<file path="src/sv/iptp_pkg.sv">
package iptp_pkg;

    // address geometry
    localparam int ADDR_BYTES  = 16;
    localparam int V4_BYTES    = 4;
    localparam int GROUP_BYTES = 2;
    localparam int OCTET_MAX   = 255;
    localparam int GROUP_MAX_PRE_SHIFT = 16'h0fff;

    // characters of interest
    localparam logic [7:0] CH_END   = 8'h00;
    localparam logic [7:0] CH_COLON = 8'h3a;
    localparam logic [7:0] CH_DOT   = 8'h2e;
    localparam logic [7:0] CH_ZERO  = 8'h30;
    localparam logic [7:0] CH_NINE  = 8'h39;
    localparam logic [7:0] CH_LC_A  = 8'h61;
    localparam logic [7:0] CH_LC_F  = 8'h66;
    localparam logic [7:0] CH_UC_A  = 8'h41;
    localparam logic [7:0] CH_UC_F  = 8'h46;

    // family selector
    localparam logic [1:0] FAM_IPV4 = 2'd0;
    localparam logic [1:0] FAM_IPV6 = 2'd1;

    // result status
    localparam logic [1:0] ST_REJECT      = 2'd0;
    localparam logic [1:0] ST_ACCEPT      = 2'd1;
    localparam logic [1:0] ST_UNSUPPORTED = 2'd2;

    typedef enum logic [1:0] {
        PH_START,
        PH_LEAD_COLON,
        PH_BODY
    } t_phase;

    typedef struct packed {
        logic [7:0] ch;
        logic [1:0] family;
    } t_char_req;

    typedef struct packed {
        logic [1:0]   status;
        logic [127:0] addr;
    } t_result;

endpackage

</file>
<file path="src/sv/iptp_core.sv">
module iptp_core
    import iptp_pkg::*;
(
    input  logic      i_clk,
    input  logic      i_rst_n,
    input  logic      i_step,
    input  t_char_req i_req,
    output t_result   o_res
);

    // bytes placed before the gap, byte 0 in the top bits
    logic [0:15][7:0] r_head, n_head;
    // bytes after the gap (and IPv4 octets), shifted in from the bottom
    logic [127:0]     r_tail, n_tail;
    logic [4:0]       r_bc, n_bc;
    logic [4:0]       r_gp, n_gp;
    logic             r_gap, n_gap;
    logic [15:0]      r_gv, n_gv;
    logic             r_ghd, n_ghd;
    logic [7:0]       r_td, n_td;
    logic             r_tdok, n_tdok;
    logic [2:0]       r_oc, n_oc;
    logic             r_ohd, n_ohd;
    logic             r_dotted, n_dotted;
    logic             r_failed, n_failed;
    t_phase           r_phase, n_phase;
    logic             r_tsc, n_tsc;
    logic [1:0]       r_fam, n_fam;

    logic [1:0]  fam;
    logic [7:0]  ch;
    logic        is_digit;
    logic        is_hex;
    logic [3:0]  hex_val;
    logic [11:0] acc_n;
    logic        route_tail;
    logic        put_grp;
    logic        put_new;
    logic        put_upd;
    logic [7:0]  put_val;
    logic [3:0]  put_idx;

    // finish path
    logic [0:15][7:0] f_head;
    logic [127:0]     f_tail;
    logic [4:0]       f_bc;
    logic             f_ok;

    assign ch  = i_req.ch;
    assign fam = (r_phase == PH_START) ? i_req.family : r_fam;

    always_comb begin
        is_digit = (ch >= CH_ZERO) && (ch <= CH_NINE);
        is_hex   = is_digit || ((ch >= CH_LC_A) && (ch <= CH_LC_F))
                   || ((ch >= CH_UC_A) && (ch <= CH_UC_F));
        hex_val  = is_digit ? ch[3:0] : 4'(ch[3:0] + 4'd9);
        // td * 10 + digit
        acc_n    = {1'b0, r_td, 3'b000} + {3'b000, r_td, 1'b0} + {8'h00, hex_val};
    end

    assign route_tail = (fam == FAM_IPV4) || r_gap;

    // next state
    always_comb begin
        n_head   = r_head;
        n_tail   = r_tail;
        n_bc     = r_bc;
        n_gp     = r_gp;
        n_gap    = r_gap;
        n_gv     = r_gv;
        n_ghd    = r_ghd;
        n_td     = r_td;
        n_tdok   = r_tdok;
        n_oc     = r_oc;
        n_ohd    = r_ohd;
        n_dotted = r_dotted;
        n_failed = r_failed;
        n_phase  = r_phase;
        n_tsc    = r_tsc;
        n_fam    = r_fam;
        put_grp  = 1'b0;
        put_new  = 1'b0;
        put_upd  = 1'b0;
        put_val  = r_td;
        put_idx  = '0;

        if (i_step) begin
            n_fam = fam;
            if (ch == CH_END) begin
                n_head   = '0;
                n_tail   = '0;
                n_bc     = '0;
                n_gp     = '0;
                n_gap    = 1'b0;
                n_gv     = '0;
                n_ghd    = 1'b0;
                n_td     = '0;
                n_tdok   = 1'b1;
                n_oc     = '0;
                n_ohd    = 1'b0;
                n_dotted = 1'b0;
                n_failed = 1'b0;
                n_phase  = PH_START;
                n_tsc    = 1'b0;
                n_fam    = FAM_IPV4;
            end else if (fam[1] || r_failed) begin
                n_phase = PH_BODY;
            end else if ((fam == FAM_IPV4) || r_dotted) begin
                // dotted decimal octets
                n_phase = PH_BODY;
                if (is_digit) begin
                    if (r_ohd && (r_td == 8'd0)) begin
                        n_failed = 1'b1;
                    end else if (acc_n > 12'(OCTET_MAX)) begin
                        n_failed = 1'b1;
                    end else begin
                        n_td    = acc_n[7:0];
                        put_val = acc_n[7:0];
                        if (!r_ohd) begin
                            if (r_oc >= 3'(V4_BYTES)) begin
                                n_failed = 1'b1;
                            end else begin
                                n_oc    = 3'(r_oc + 3'd1);
                                n_ohd   = 1'b1;
                                put_new = 1'b1;
                            end
                        end else begin
                            put_upd = 1'b1;
                        end
                    end
                end else if (ch == CH_DOT) begin
                    if (!r_ohd || (r_oc == 3'(V4_BYTES))) begin
                        n_failed = 1'b1;
                    end else begin
                        n_ohd = 1'b0;
                        n_td  = '0;
                    end
                end else begin
                    n_failed = 1'b1;
                end
            end else if ((r_phase == PH_START) && (ch == CH_COLON)) begin
                n_phase = PH_LEAD_COLON;
            end else if ((r_phase == PH_LEAD_COLON) && (ch != CH_COLON)) begin
                n_failed = 1'b1;
                n_phase  = PH_BODY;
            end else begin
                n_phase = PH_BODY;
                if (is_hex) begin
                    if (r_gv > 16'(GROUP_MAX_PRE_SHIFT)) begin
                        n_failed = 1'b1;
                    end else begin
                        // decimal view of the same token, for a dotted tail
                        if (r_tdok) begin
                            if (!is_digit || (r_ghd && (r_td == 8'd0))) begin
                                n_tdok = 1'b0;
                            end else if (acc_n > 12'(OCTET_MAX)) begin
                                n_tdok = 1'b0;
                            end else begin
                                n_td = acc_n[7:0];
                            end
                        end
                        n_gv  = {r_gv[11:0], hex_val};
                        n_ghd = 1'b1;
                        n_tsc = 1'b0;
                    end
                end else if (ch == CH_COLON) begin
                    n_td   = '0;
                    n_tdok = 1'b1;
                    if (!r_ghd) begin
                        if (r_gap) begin
                            n_failed = 1'b1;
                        end else begin
                            n_gap = 1'b1;
                            n_gp  = r_bc;
                            n_tsc = 1'b0;
                        end
                    end else if (r_bc > 5'(ADDR_BYTES - GROUP_BYTES)) begin
                        n_failed = 1'b1;
                    end else begin
                        put_grp = 1'b1;
                        n_bc    = 5'(r_bc + 5'(GROUP_BYTES));
                        n_gv    = '0;
                        n_ghd   = 1'b0;
                        n_tsc   = 1'b1;
                    end
                end else if ((ch == CH_DOT) && (r_bc <= 5'(ADDR_BYTES - V4_BYTES))
                             && r_ghd && r_tdok) begin
                    // first octet of an embedded IPv4 part
                    put_new  = 1'b1;
                    put_val  = r_td;
                    n_td     = '0;
                    n_oc     = 3'd1;
                    n_ohd    = 1'b0;
                    n_dotted = 1'b1;
                    n_gv     = '0;
                    n_ghd    = 1'b0;
                    n_tsc    = 1'b0;
                end else begin
                    n_failed = 1'b1;
                end
            end

            // byte placement
            put_idx = 4'(r_bc[3:0] + {1'b0, n_oc} - 4'd1);
            if (put_grp) begin
                if (route_tail) begin
                    n_tail = {r_tail[111:0], r_gv};
                end else begin
                    n_head[r_bc[3:0]]          = r_gv[15:8];
                    n_head[4'(r_bc[3:0] + 4'd1)] = r_gv[7:0];
                end
            end
            if (put_new || put_upd) begin
                if (route_tail) begin
                    if (put_new) begin
                        n_tail = {r_tail[119:0], put_val};
                    end else begin
                        n_tail[7:0] = put_val;
                    end
                end else begin
                    n_head[put_idx] = put_val;
                end
            end
        end
    end

    // result for a terminator
    always_comb begin
        f_head = r_head;
        f_tail = r_tail;
        f_bc   = r_bc;
        f_ok   = 1'b1;
        o_res  = '{status: ST_REJECT, addr: '0};

        if (r_phase == PH_LEAD_COLON) begin
            f_ok = 1'b0;
        end
        if (r_dotted) begin
            if (r_oc != 3'(V4_BYTES)) begin
                f_ok = 1'b0;
            end
            f_bc = 5'(r_bc + 5'(V4_BYTES));
        end else if (r_ghd) begin
            if (r_bc > 5'(ADDR_BYTES - GROUP_BYTES)) begin
                f_ok = 1'b0;
            end
            f_bc = 5'(r_bc + 5'(GROUP_BYTES));
            if (r_gap) begin
                f_tail = {r_tail[111:0], r_gv};
            end else begin
                f_head[r_bc[3:0]]            = r_gv[15:8];
                f_head[4'(r_bc[3:0] + 4'd1)] = r_gv[7:0];
            end
        end
        if (r_tsc) begin
            f_ok = 1'b0;
        end
        if (r_gap) begin
            if ((f_bc >= 5'(ADDR_BYTES)) || (r_gp > f_bc)) begin
                f_ok = 1'b0;
            end
        end else if (f_bc != 5'(ADDR_BYTES)) begin
            f_ok = 1'b0;
        end

        if (fam[1]) begin
            o_res.status = ST_UNSUPPORTED;
        end else if (r_failed) begin
            o_res.status = ST_REJECT;
        end else if (fam == FAM_IPV4) begin
            if (r_oc == 3'(V4_BYTES)) begin
                o_res.status = ST_ACCEPT;
                o_res.addr   = {96'h0, r_tail[31:0]};
            end
        end else if (f_ok) begin
            // head holds the front, tail is right-aligned: the gap is the zeros between
            o_res.status = ST_ACCEPT;
            o_res.addr   = f_head | f_tail;
        end
    end

    always_ff @(posedge i_clk) begin
        if (!i_rst_n) begin
            r_head   <= '0;
            r_tail   <= '0;
            r_bc     <= '0;
            r_gp     <= '0;
            r_gap    <= 1'b0;
            r_gv     <= '0;
            r_ghd    <= 1'b0;
            r_td     <= '0;
            r_tdok   <= 1'b1;
            r_oc     <= '0;
            r_ohd    <= 1'b0;
            r_dotted <= 1'b0;
            r_failed <= 1'b0;
            r_phase  <= PH_START;
            r_tsc    <= 1'b0;
            r_fam    <= FAM_IPV4;
        end else begin
            r_head   <= n_head;
            r_tail   <= n_tail;
            r_bc     <= n_bc;
            r_gp     <= n_gp;
            r_gap    <= n_gap;
            r_gv     <= n_gv;
            r_ghd    <= n_ghd;
            r_td     <= n_td;
            r_tdok   <= n_tdok;
            r_oc     <= n_oc;
            r_ohd    <= n_ohd;
            r_dotted <= n_dotted;
            r_failed <= n_failed;
            r_phase  <= n_phase;
            r_tsc    <= n_tsc;
            r_fam    <= n_fam;
        end
    end

endmodule

</file>
<file path="src/sv/ip_address_text_parser_unit.sv">
// A terminator is held in the input register; its result is registered in the result register.
// Throughput: one character per cycle; the only stall is a terminator meeting a full result
//   register that the master side has not yet taken.
// Reset: synchronous, active low; clears the input and result valid flags and all parse state,
//   which also returns to its reset value after every terminator.
module ip_address_text_parser_unit
    import iptp_pkg::*;
(
    input  logic         i_clk,
    input  logic         i_rst_n,
    input  logic         i_s_tvalid,
    output logic         o_s_tready,
    input  logic [7:0]   i_s_tdata,   // [7:0] ch
    input  logic [1:0]   i_s_tuser,   // [1:0] family
    output logic         o_m_tvalid,
    input  logic         i_m_tready,
    output logic [127:0] o_m_tdata,   // [63:0] addr_high, [127:64] addr_low
    output logic [1:0]   o_m_tuser    // [1:0] status
);

    // input register
    logic      r_in_valid, n_in_valid;
    t_char_req r_in, n_in;

    // result register
    logic      r_out_valid, n_out_valid;
    t_result   r_out, n_out;

    logic      w_is_end;
    logic      w_advance;
    t_result   w_res;

    assign w_is_end = (r_in.ch == CH_END);
    // plain characters always move on; a terminator needs room in the result register
    assign w_advance = r_in_valid && (!w_is_end || !r_out_valid || i_m_tready);
    assign o_s_tready = !r_in_valid || w_advance;

    iptp_core u_core (
        .i_clk   (i_clk),
        .i_rst_n (i_rst_n),
        .i_step  (w_advance),
        .i_req   (r_in),
        .o_res   (w_res)
    );

    always_comb begin
        n_in_valid = r_in_valid;
        n_in       = r_in;
        if (o_s_tready) begin
            n_in_valid = i_s_tvalid;
            n_in       = '{ch: i_s_tdata, family: i_s_tuser};
        end
    end

    always_comb begin
        n_out_valid = r_out_valid;
        n_out       = r_out;
        if (r_out_valid && i_m_tready) begin
            n_out_valid = 1'b0;
        end
        if (w_advance && w_is_end) begin
            n_out_valid = 1'b1;
            n_out       = w_res;
        end
    end

    always_ff @(posedge i_clk) begin
        if (!i_rst_n) begin
            r_in_valid  <= 1'b0;
            r_out_valid <= 1'b0;
        end else begin
            r_in_valid  <= n_in_valid;
            r_out_valid <= n_out_valid;
        end
    end

    always_ff @(posedge i_clk) begin
        r_in  <= n_in;
        r_out <= n_out;
    end

    assign o_m_tvalid = r_out_valid;
    assign o_m_tuser  = r_out.status;
    assign o_m_tdata  = {r_out.addr[63:0], r_out.addr[127:64]};

`ifndef SYNTHESIS
    // a processed terminator always lands in the result register
    a_end_gives_result: assert property (@(posedge i_clk) disable iff (!i_rst_n)
        (w_advance && w_is_end) |=> o_m_tvalid)
        else $error("terminator processed without a result");

    // only an accepted text carries an address
    a_reject_zero_addr: assert property (@(posedge i_clk) disable iff (!i_rst_n)
        (o_m_tvalid && (o_m_tuser != ST_ACCEPT)) |-> (o_m_tdata == '0))
        else $error("non-accepted result with non-zero address");

    // ordinary characters never hold up the slave side
    a_char_no_stall: assert property (@(posedge i_clk) disable iff (!i_rst_n)
        (r_in_valid && !w_is_end) |-> o_s_tready)
        else $error("stall on an ordinary character");
`endif

endmodule
</file>
<file path="config.mk">
export PLATFORM = sky130hd
export DESIGN_NAME = ip_address_text_parser_unit
export DESIGN_NICKNAME = d
export VERILOG_FILES = /design/src/sv/iptp_pkg.sv /design/src/sv/iptp_core.sv /design/src/sv/ip_address_text_parser_unit.sv
export SDC_FILE = /design/constraint.sdc
export NUM_CORES = 2
export LEC_CHECK = 0
export CORE_UTILIZATION = 60
export CTS_BUF_LIST = sky130_fd_sc_hd__clkbuf_8
export CTS_CLUSTER_DIAMETER = 120
export DETAILED_ROUTE_END_ITERATION = 10
export DONT_BUFFER_PORTS = 1
export PLACE_DENSITY_LB_ADDON = 0.15
export SETUP_SLACK_MARGIN = 0.2
export SYNTH_ARGS = -nofsm -noshare
export SYNTH_HDL_FRONTEND = slang
export SYNTH_SLANG_ARGS = --single-unit
</file>
<file path="constraint.sdc">
create_clock -name i_clk -period 10 [get_ports i_clk]
set_input_delay 1.5 -clock i_clk [delete_from_list [all_inputs] [get_ports i_clk]]
set_output_delay 1.5 -clock i_clk [all_outputs]
set_load 0.005 [all_outputs]
</file>
==> impl_metrics.prom <==
# TYPE chip_impl_metric gauge
chip_impl_info{name="startpoint_to_endpoint_class_of_the_critical_path",value="reg2reg"} 1
chip_impl_metric{name="globalplace.congestion",unit=""} 0.915
chip_impl_metric{name="cts-root-to-sink-buffers",unit=""} 3
chip_impl_metric{name="cp.arrival",unit="ns"} 8.74
chip_impl_metric{name="antenna_found_initial",unit=""} 1
chip_impl_metric{name="netlist.area_leader.share",unit="%"} 23.3
chip_impl_metric{name="min_period_over_period",unit="%"} 81.7
chip_impl_metric{name="synth-seq-cells",unit=""} 445
chip_impl_metric{name="power_frac_comb",unit="%"} 3.8
chip_impl_metric{name="power.clock.fraction",unit="%"} 47.1
chip_impl_metric{name="num_vias",unit=""} 25890
chip_impl_metric{name="grt_util_all_layers",unit="%"} 38.9
chip_impl_info{name="grt_setup_unrepaired",value="false"} 1
chip_impl_metric{name="worst_setup_hold_path_clk_slew",unit="ns"} 0.06
chip_impl_metric{name="max_freq",unit="MHz"} 122
chip_impl_info{name="synth_top_area_cells",value="dfxtp_1 23%, edfxtp_1 16%, nand2_1 13%"} 1
chip_impl_metric{name="area.growth.synth_to_final",unit="%"} 6.10
chip_impl_metric{name="cpPeakStageDelay",unit="ns"} 0.87
chip_impl_info{name="slowest_stage",value="nor4_4"} 1
chip_impl_metric{name="cts.repair_timing.setup_buffer_count",unit=""} 0
chip_impl_metric{name="switching_power_summed_over_all_nets",unit="mW"} 0.935
chip_impl_metric{name="p_int",unit="mW"} 2.86
chip_impl_metric{name="floorplan.initialDensity",unit="%"} 60.7
chip_impl_metric{name="routed_wl",unit="um"} 88800
chip_impl_metric{name="count_of_port_buffers_added_during_placement",unit=""} 0
chip_impl_info{name="cts_tree",value="built"} 1
chip_impl_metric{name="fin_total_pwr",unit="mW"} 3.80
chip_impl_info{name="startpoint_of_the_tightest_hold_check_path",value="u_core.r_tail[125]"} 1
chip_impl_metric{name="timing.critical_path.fanout_max",unit=""} 16
chip_impl_metric{name="avgSynthCellArea",unit="um2"} 8.16
chip_impl_info{name="ys_top_cells_by_count",value="904 x nand2_1, 305 x dfxtp_1, 229 x clkbuf_1"} 1
chip_impl_metric{name="number_of_synthesized_flops_with_an_enable_pin",unit=""} 140
chip_impl_metric{name="power_switching_share",unit="%"} 24.6
chip_impl_info{name="yosys.cell_count.top_type",value="nand2_1"} 1
chip_impl_metric{name="layout-drive-gt1-share",unit="%"} 7.59
chip_impl_metric{name="number_of_distinct_library_cells_after_synthesis",unit=""} 84
chip_impl_metric{name="route.detailed.drc",unit=""} 0
chip_impl_metric{name="number_of_hold_violations_in_the_final_report",unit=""} 0
chip_impl_metric{name="netlist_area",unit="um2"} 26200
chip_impl_metric{name="die_width",unit="um"} 211
chip_impl_info{name="min_path_type",value="reg2reg"} 1
chip_impl_metric{name="regToRegSetupSlack",unit="ns"} 1.83
chip_impl_metric{name="avgViaCountPerCell",unit=""} 7.03
chip_impl_metric{name="coreArea",unit="um2"} 43100
chip_impl_info{name="outcome",value="finished clean"} 1
chip_impl_metric{name="netlist_instances",unit=""} 3206
chip_impl_metric{name="cts_inserted_buffers",unit=""} 78
chip_impl_metric{name="crit_buf_inv",unit=""} 5
chip_impl_metric{name="sequentialPowerShare",unit="%"} 49.1
chip_impl_metric{name="timing.slew.headroom",unit="%"} 13.7
chip_impl_metric{name="fp.dieArea",unit="um2"} 44400
chip_impl_metric{name="cap_violations",unit=""} 0
chip_impl_metric{name="synth_fp_nets",unit=""} 3261
chip_impl_metric{name="cts_sinks",unit=""} 445
chip_impl_metric{name="tightestPinTransition",unit="ns"} 1.28
chip_impl_metric{name="worst_skew_pair.late_latency",unit="ns"} 0.69
chip_impl_metric{name="wire_length_of_the_first_global_routing_pass",unit="um"} 135000
chip_impl_metric{name="power.static_leakage",unit="nW"} 9.53
chip_impl_info{name="cp-end-kind",value="register"} 1
chip_impl_metric{name="cts_hold_repair.buffers",unit=""} 0
chip_impl_metric{name="grt_overflow_total",unit=""} 0
chip_impl_metric{name="drtIter0Drc",unit=""} 3847
chip_impl_metric{name="postRouteAntennaNets",unit=""} 0
chip_impl_metric{name="place_hpwl",unit="um"} 53400
chip_impl_metric{name="fin_worst_skew",unit="ns"} 0.0321
chip_impl_metric{name="placementRows",unit=""} 76
chip_impl_info{name="synth_largest_area_cell",value="dfxtp_1"} 1
chip_impl_metric{name="first_pass_iters",unit=""} 9
chip_impl_info{name="critical-path-top-cell-by-count",value="inv_1"} 1
chip_impl_info{name="clk_root_buffer_cell",value="clkbuf_8"} 1
chip_impl_info{name="cp-start-kind",value="register"} 1
chip_impl_metric{name="final.setup.tns",unit="ns"} 0
chip_impl_metric{name="grt_max_degree",unit=""} 213
chip_impl_metric{name="synthArstFlopShare",unit="%"} 0
chip_impl_metric{name="final-setup-viol-count",unit=""} 0
chip_impl_metric{name="h-tree-depth",unit=""} 3
chip_impl_metric{name="final_number_of_max_transition_violations",unit=""} 0
chip_impl_metric{name="power_density_of_the_placed_cells",unit="nW/um2"} 137
chip_impl_info{name="synth-main-ff-cell",value="dfxtp_1"} 1
chip_impl_metric{name="worst_supply_voltage_drop_on_vdd",unit="V"} 0.000118
chip_impl_metric{name="die_y",unit="um"} 211
chip_impl_info{name="crit_path_start",value="r_in[2]"} 1
chip_impl_metric{name="proportion_of_synthesized_chip_area_in_sequential_cells",unit="%"} 39.4
chip_impl_metric{name="grt_pass1_vias",unit=""} 22903
chip_impl_metric{name="pin_count",unit=""} 146
chip_impl_info{name="rr_startpoint",value="r_in[2]"} 1
chip_impl_metric{name="critical_path_required",unit="ns"} 10.57
chip_impl_metric{name="wl_per_cell",unit="um"} 24.1
chip_impl_metric{name="finalNetCount",unit=""} 3088
chip_impl_metric{name="synth-warning-count",unit=""} 0
chip_impl_metric{name="finalCriticalPeriod",unit="ns"} 8.17
chip_impl_metric{name="post_cts_resize_count",unit=""} 0
chip_impl_info{name="path_delay_family",value="compound AO/OA/AOI/OAI gates"} 1
==> worst min-delay path: stages (launching register included) <==
cell and delay (ns):
dfxtp_1 0.32, nand2_1 0.06, nand2_1 0.04
==> placed cells by master, fill, tap and decap left out, types with 9 or more instances in the layout <==
cell / n
a211oi_1: 91
a21boi_0: 17
a21boi_1: 10
a21oi_1: 196
a221o_1: 130
a221oi_1: 10
a22o_1: 20
a31oi_1: 100
and2_1: 23
and3_1: 21
buf_4: 44
clkbuf_8: 86
clkinv_1: 17
clkinv_2: 20
dfxtp_1: 305
edfxtp_1: 140
ha_1: 38
inv_1: 40
mux2_2: 10
mux2i_1: 100
nand2_1: 901
nand2b_1: 17
nand3_1: 123
nand3b_1: 16
nand4_1: 16
nor2_1: 74
nor2b_1: 13
nor3_1: 44
nor4_2: 9
nor4_4: 17
o21ai_0: 163
o221ai_1: 120
o2bb2ai_1: 17
xnor2_1: 9
==> through the flow <==
| stage | cell area, um2 | hold slack [ns] | setup WS [ns] | utilization, % | std cells |
|---|---|---|---|---|---|
| after detailed placement | 26100 | 0.448 | 1.90 | 60.6 | 3538 |
| after global routing | 27700 | 0.490 | 1.26 | 64.4 | 3683 |
| after floorplan | 26200 | 0.436 | 1.96 | - | 3206 |
| after CTS | 27700 | 0.458 | 1.87 | 64.4 | 3682 |
| final | 27700 | 0.459 | 1.83 | 64.4 | 3683 |
| after global placement | 26100 | 0.446 | 2.31 | 60.6 | 3538 |
==> power groups by stage <==
stage | registers (mW) | logic [mW] | clock network, mW
6_report | 1.86 | 0.144 | 1.79
2_1_floorplan | 1.90 | 0.104 | 0
3_3_place_gp | 1.90 | 0.137 | 0
5_1_grt | 1.86 | 0.150 | 1.89
4_1_cts | 1.86 | 0.139 | 1.80
3_5_place_dp | 1.90 | 0.139 | 0
==> cell type report <==
cell class                      instances  area (um2)
Timing Repair Buffer                   47         390
Tap cell                              585         732
Sequential cell                       445       10300
Clock inverter                         58         442
Multi-Input combinational cell       2432       14600
Antenna cell                            1        2.50
Inverter                               29         109
Fill cell                            3695       15300
Clock buffer                           86        1180
==> worst paths after layout <==
path                         to  cells after the start
max           u_core.r_head[57]                     28
min          u_core.r_tail[125]                      2
min reg2reg  u_core.r_tail[125]                      2
max reg2reg   u_core.r_head[57]                     28
==> kinds of logic after synthesis <==
kind of cell / count (synthesis) / synth area share [%]
compound gates: 944 / 25.5
xor+xnor: 13 / 0.435
fa+ha+maj: 41 / 2.05
buf+inv: 329 / 5.27
flops: 445 / 39.4
mux: 112 / 4.33
simple gates: 1322 / 22.9
==> sequential cells by signal, indices dropped and copies added (netlist names) <==
register and flops:
o_m_tdata 128, u_core.r_head 128, u_core.r_tail 128, u_core.r_gv 16, r_in 10, u_core.r_td 8
u_core.r_gp 5, u_core.r_bc 4, u_core.r_oc 3, o_m_tuser 2, u_core.r_fam 2, u_core.r_phase 2
o_m_tvalid 1, r_in_valid 1, u_core.r_dotted 1, u_core.r_failed 1, u_core.r_gap 1, u_core.r_ghd 1
u_core.r_ohd 1, u_core.r_tdok 1, u_core.r_tsc 1
==> metal layers <==
metal | wire length, um | track usage [%]
met1 | 35800 | 54.9
met2 | 38800 | 58.1
met3 | 10700 | 7.61
met4 | 3440 | 16.1
met5 | 0 | 0
(Power assumes the default switching activity.)
